**config.mk**
```make
export PLATFORM = sky130hd
export DESIGN_NAME = frfc_ctrl
export DESIGN_NICKNAME = d
export VERILOG_FILES = /design/src/rtl/frfc_pkg.sv /design/src/rtl/frfc_ctrl.sv
export SDC_FILE = /design/constraint.sdc
export NUM_CORES = 1
export LEC_CHECK = 0
export ABC_CLOCK_PERIOD_IN_PS = 4200
export BUFFER_PORTS_ARGS = -buffer_cell sky130_fd_sc_hd__clkbuf_2
export CAP_MARGIN = 20
export CELL_PAD_IN_SITES_DETAIL_PLACEMENT = 2
export CELL_PAD_IN_SITES_GLOBAL_PLACEMENT = 2
export CORE_AREA = 2 2 39 41
export CTS_CLUSTER_SIZE = 30
export DETAILED_ROUTE_END_ITERATION = 16
export DIE_AREA = 0 0 41 43
export PLACE_DENSITY = 0.72
export SLEW_MARGIN = 5
export SYNTH_ARGS = -nofsm -noshare
export SYNTH_HDL_FRONTEND = slang
export SYNTH_SLANG_ARGS = --single-unit
```
**constraint.sdc**
```tcl
create_clock -name clock -period 4.2 [get_ports clock]
set_input_delay 0.21 -clock clock [delete_from_list [all_inputs] [get_ports clock]]
set_output_delay 0.21 -clock clock [all_outputs]
set_load 0.02 [all_outputs]
```
**src/rtl/frfc_pkg.sv**
```systemverilog
// ----------------------------------------------------------------------------
// frfc_pkg
// Shared types and constants of the finite radix fraction check.
// ----------------------------------------------------------------------------
package frfc_pkg;

   // Field widths
   localparam int unsigned NUM_W   = 30;
   localparam int unsigned CNT_W   = 4;
   localparam int unsigned RADIX_W = 16;
   localparam int unsigned POW_W   = 50;

   // Limits of the check
   localparam int unsigned MAX_DIGITS       = 9;
   localparam int unsigned MAX_BASE_FACTORS = 8;

   // Reset value of the radix register
   localparam logic [RADIX_W-1:0] RADIX_RESET = 16'd10;

   // Reciprocals for exact division by small constants
   localparam logic [31:0] RECIP5_32  = 32'hCCCC_CCCD;  // n/5 = (n*R) >> 34
   localparam int unsigned RECIP5_SH  = 34;
   localparam logic [15:0] RECIP3_16  = 16'hAAAB;       // n/3 = (n*R) >> 17
   localparam int unsigned RECIP3_SH  = 17;
   localparam logic [15:0] RECIP5_16  = 16'hCCCD;       // n/5 = (n*R) >> 18
   localparam int unsigned RECIP5S_SH = 18;

   typedef logic [POW_W-1:0] pow_type;

   // Commands from the controller to the datapath
   typedef struct packed {
      logic load;   // capture an input word and its range checks
      logic mul;    // form the quotient of the working value by five
      logic chk;    // replace the working value by its quotient
      logic emit;   // move the verdict into the output register
   } dp_cmd_type;

   // Status from the datapath to the controller
   typedef struct packed {
      logic loop_done;  // out of range, or all places stripped of five
      logic rem_zero;   // working value divisible by five
   } dp_sts_type;

   // Controller states
   typedef enum logic [3:0] {
      ST_IDLE = 4'b0001,
      ST_MUL  = 4'b0010,
      ST_CHK  = 4'b0100,
      ST_DONE = 4'b1000
   } state_type;

   // Ten to the power d
   function automatic pow_type pow10(input logic [CNT_W-1:0] d);
      pow_type p;
      case (d)
         4'd0:    p = POW_W'(64'd1);
         4'd1:    p = POW_W'(64'd10);
         4'd2:    p = POW_W'(64'd100);
         4'd3:    p = POW_W'(64'd1000);
         4'd4:    p = POW_W'(64'd10000);
         4'd5:    p = POW_W'(64'd100000);
         4'd6:    p = POW_W'(64'd1000000);
         4'd7:    p = POW_W'(64'd10000000);
         4'd8:    p = POW_W'(64'd100000000);
         4'd9:    p = POW_W'(64'd1000000000);
         4'd10:   p = POW_W'(64'd10000000000);
         4'd11:   p = POW_W'(64'd100000000000);
         4'd12:   p = POW_W'(64'd1000000000000);
         4'd13:   p = POW_W'(64'd10000000000000);
         4'd14:   p = POW_W'(64'd100000000000000);
         default: p = POW_W'(64'd1000000000000000);
      endcase
      return p;
   endfunction

endpackage

```
**src/rtl/frfc_ctrl.sv**
```systemverilog
// ----------------------------------------------------------------------------
// frfc_ctrl
// Sequencer of the check: accepts a word, steps the divide-by-five loop of
// the datapath and hands the verdict to the output register.
// ----------------------------------------------------------------------------
module frfc_ctrl
   import frfc_pkg::*;
(
   input  logic       clock,
   input  logic       reset,
   input  logic       req_tvalid,
   output logic       req_tready,
   output logic       rsp_tvalid,
   input  logic       rsp_tready,
   output dp_cmd_type cmd,
   input  dp_sts_type sts
);

   state_type state_ff, state_in;
   logic      out_valid_ff, out_valid_in;
   logic      out_free;

   // Output register can take a word this cycle
   assign out_free = !out_valid_ff || rsp_tready;

   assign req_tready = (state_ff == ST_IDLE);
   assign rsp_tvalid = out_valid_ff;

   // Decode datapath commands
   always_comb begin
      cmd.load = (state_ff == ST_IDLE) && req_tvalid;
      cmd.mul  = (state_ff == ST_MUL) && !sts.loop_done;
      cmd.chk  = (state_ff == ST_CHK) && sts.rem_zero;
      cmd.emit = (state_ff == ST_DONE) && out_free;
   end

   // Advance the sequence
   always_comb begin
      state_in = state_ff;
      case (state_ff)
         ST_IDLE: begin
            if (req_tvalid) state_in = ST_MUL;
         end
         ST_MUL: begin
            state_in = sts.loop_done ? ST_DONE : ST_CHK;
         end
         ST_CHK: begin
            state_in = sts.rem_zero ? ST_MUL : ST_DONE;
         end
         ST_DONE: begin
            if (out_free) state_in = ST_IDLE;
         end
         default: begin
            state_in = ST_IDLE;
         end
      endcase
   end

   // Set on emit, drop when taken
   always_comb begin
      if (cmd.emit) out_valid_in = 1'b1;
      else if (rsp_tready) out_valid_in = 1'b0;
      else out_valid_in = out_valid_ff;
   end

   always_ff @(posedge clock) begin
      if (reset) begin
         state_ff     <= ST_IDLE;
         out_valid_ff <= 1'b0;
      end else begin
         state_ff     <= state_in;
         out_valid_ff <= out_valid_in;
      end
   end

endmodule

```
# Word level (Yosys, flattened, before mapping)
# Cells that the tools add are included.
[totals]
input_bits = 6
register_bits = 5
out_inout_bits = 6
word_cells = 24
[classes]
n_eq_ne = 6
mux = 7
n_reduce_logical = 9
[ops]
columns = ["cell", "n"]
rows = [
  ["$mux 4", 4],
  ["$pmux 4 s4", 1],
  ["$eq 4x1->1 const B", 1],
  ["$eq 4x2->1 const B", 1],
  ["$eq 4x3->1 const B", 1],
  ["$eq 4x4->1 const B", 1],
  ["$logic_and 1x1->1", 4],
  ["$ne 2x2->1 const B", 2],
  ["$logic_not 1->1", 2],
  ["$mux 1", 2],
  ["$reduce_and 2->1", 1],
  ["$reduce_bool 2->1", 1],
  ["$logic_or 1x1->1", 1],
]

# Logic depth before layout (Yosys ltp)
[depth]
ltp_word = 4
ltp_mapped = 4
depth_no_buf = 3

# Worst setup path after synthesis
# Ideal clock, no wire load.
[synth_path]
kind = "register -> register"
startpoint = "reg state_ff[1]"
endpoint = "reg state_ff[0]"
arrival_time_ns = 1.409
t_required_ns = 4.080
synth_period_minus_slack_ns = 1.529
stages_incl_launch_ff = 5
slack_ns = 2.671
setup_time_ns = 0.120
n_path_buf = 1
path_cell_list = "dfxtp_1 buf_6 or4b_4 or3_1 a21boi_1"
[synth_between]
elab_chain_cells = 3
elab_cells_between_ends = 8
classes_between = "eq/ne: 6; mux: 1; reduce/logical: 1"
[synth_lines]
columns = ["item", "line", "rtl"]
rows = [
  ["from (decl)", "frfc_ctrl.sv:19", "state_type state_ff, state_in;"],
  ["from (signal assigned)", "frfc_ctrl.sv:71", "state_ff <= state_in;"],
  ["$eq 4x4->1 / $eq 4x1->1 (equally long branches)", "frfc_ctrl.sv:40", "case (state_ff)"],
  ["$ne 2x2->1 (no line)", "-", ""],
  ["$reduce_and 2->1 (no line)", "-", ""],
]
# Parallel ways exist; a longest one is shown, timed or not.
# A chain may end at the register's enable or synchronous reset.

==> impl_results.md <==
* Clk buf depth at 2
* Starting Density at 21.61%
* Area of the die at 1763 µm²
* Rel. slew slack at 81.74%
* Most common cell after layout, fill and taps aside: clkbuf_2
* Port Buffer Count at 11
* Tot GR Track Use at 10.85%
* Number of hold buffers added after cts at 0
* Max_cap viols at 0
* ANT nets after route at 0
* Yosys cell types at 24
* First-pass GRT wire length at 1214 µm
* Iteration count of the initial detailed-routing pass at 2
* Mapped Cells at 33
* Diodes inserted at 0
* Clock transition at path regs at 0.05 ns
* Post-CTS setup buffers at 0
* Num ports at 12
* Peak VDD IR at 0.0001368 V
* Crit share post-route at 42.61%
* Vias per inst at 4.645
* Critical-path top delay cell: or4b_4
* CTS Buf Count at 3
* DP Wirelength at 589.4 µm
* Most frequent cells in the layout: clkbuf_2 (11), dfxtp_1 (5), nor2_1 (3), clkbuf_4 (3)
* Slowest stage delay, CP at 0.58 ns
* 1st-iter DRT viols at 2
* CP Cell Sequence: or4b_4, and2b_2, clkbuf_2
* TritonCTS clock tree: done
* Routed via count at 288
* Hold Crit Class: in -> reg
* Drt drc at 0
* Global route overflow at 0
* WP buf/inv at 1
* WHS at 0.2117 ns
* Critical path arrival at 1.58 ns
* Fmax at 558.7 MHz
* Final hold vios at 0
* Leakage at 0.1537 nW
* Post-synth EDFFs at 0
* Syn Area/Cell at 9.062 µm²
* Vias in the first global route at 255
* Gpl congestion at 0.7376
* Seq/Total Area, Yosys at 33.47%
* Nature of the critical path startpoint: flip-flop
* Final cell count without fillers at 62
* Layout Area Growth over Synthesis at 27.61%
* Clk_lat worst skew at 0.25 ns
* Initial antenna violation count at 0
* Critical Path Sink Type: output port
* Setup Skew at 0.006561 ns
* # fillers at 172
* Core area at 1384 µm²
* Synthesized flop and latch total at 5
* Drt total wl at 717 µm
* Nets at 53
* PwrDens at 331.2 nW/µm²
* Cell Rows at 14
* Outcome: completed
* Critical path class: reg -> out
* Die Height at 43 µm
* Post-synthesis net count at 39
* Slew Viols, Final at 0
* Clock Sinks at 5
* PostCTS Resize Cnt at 0
* Routed length per instance at 11.56 µm
* Fraction of registers with async set/reset at 0%
* Util after Layout at 27.58%
* RSZ-0062 raised after global routing: no
* Synth Flop Type: dfxtp_1
* Largest net degree at the start of global routing at 9
* CP max FO at 7
* CP delay by family, top: simple AND/OR/NAND/NOR gates
* Crit path time final at 1.790 ns
* Layout cells sized above 1 at 39.13%
* Root buffer cell: clkbuf_4
* Fin Setup TNS at 0 ns
* Worst Max-Slew Pin Slew at 0.2701 ns
* Die X at 41 µm
* Required @ worst endpoint at 3.99 ns
* Placed insts at 58
* Yosys warns at 0
* Final setup fails at 0
* CTS H-tree depth at 1
* Mapped cell area at 299.0 µm²
==> sequential cells by signal, indices dropped and copies added, names as in the netlist <==
register / count
state_ff: 4
rsp_tvalid: 1
==> layer usage <==
metal | GRT usage (%) | vias up | wire, µm
met2 | 13.44 | 8 | 320
met1 | 13.23 | 133 | 335
met5 | 0 | - | 0
met4 | 8.000 | 0 | 14
met3 | 6.283 | 2 | 46
li1 | - | 145 | -
==> layout make-up <==
| class | instances | area [µm²] | area share [%] |
|---|---|---|---|
| Clock buffer | 4 | 26.28 | 6.885 |
| Tap cell | 16 | 20.02 | 5.246 |
| Multi-Input combinational cell | 25 | 176.4 | 46.23 |
| Sequential cell | 5 | 100.1 | 26.23 |
| Inverter | 1 | 3.754 | 0.9836 |
| Timing Repair Buffer | 11 | 55.05 | 14.43 |
==> cells in the mapped netlist (all sizes together), types with 2 or more instances <==
library cell / number / area share, %
and2b: 2 / 5.9
nor2: 3 / 3.8
buf: 2 / 6.3
and2: 2 / 4.6
nor3b: 2 / 5.0
nor4: 2 / 4.2
dfxtp: 5 / 33
==> worst paths after layout <==
kind / startpoint / endpoint / slack (ns) / cells past startpoint
worst max-delay path: state_ff[0]$_SDFFE_PP1P_ / cmd[0] / 2.41 / 3
worst min-delay path: reset / rsp_tvalid$_SDFFE_PP0P_ / 0.21 / 2
worst min register to register: state_ff[3]$_SDFFE_PP0P_ / state_ff[3]$_SDFFE_PP0P_ / 0.57 / 1
worst max register to register: state_ff[0]$_SDFFE_PP1P_ / state_ff[0]$_SDFFE_PP1P_ / 2.64 / 3
==> power breakdown <==
group          switching, W  internal, W
Sequential       0.00000300    0.0000492
Combinational    0.00000884   0.00000824
Clock             0.0000211    0.0000360
==> metrics by stage <==
stage                power [W]  instance area, µm²  worst slack (ns)
finish               0.0001264               381.6             2.410
global route         0.0001346               381.6             2.349
CTS                  0.0001291               381.6             2.393
detailed placement  0.00007050               355.3             2.636
global placement    0.00007003               355.3             2.659
floorplan           0.00006413               299.0             2.671
==> cell families after synthesis <==
| logic type | count (synthesis) | share of synthesized area [%] |
|---|---|---|
| AO/OA/AOI/OAI | 6 | 15.07 |
| XOR/XNOR | 1 | 2.929 |
| buffers and inverters | 3 | 7.531 |
| flip-flops | 5 | 33.47 |
| AND/OR/NAND/NOR | 18 | 41.01 |
No activity file was read; power rests on OpenSTA's default activity.
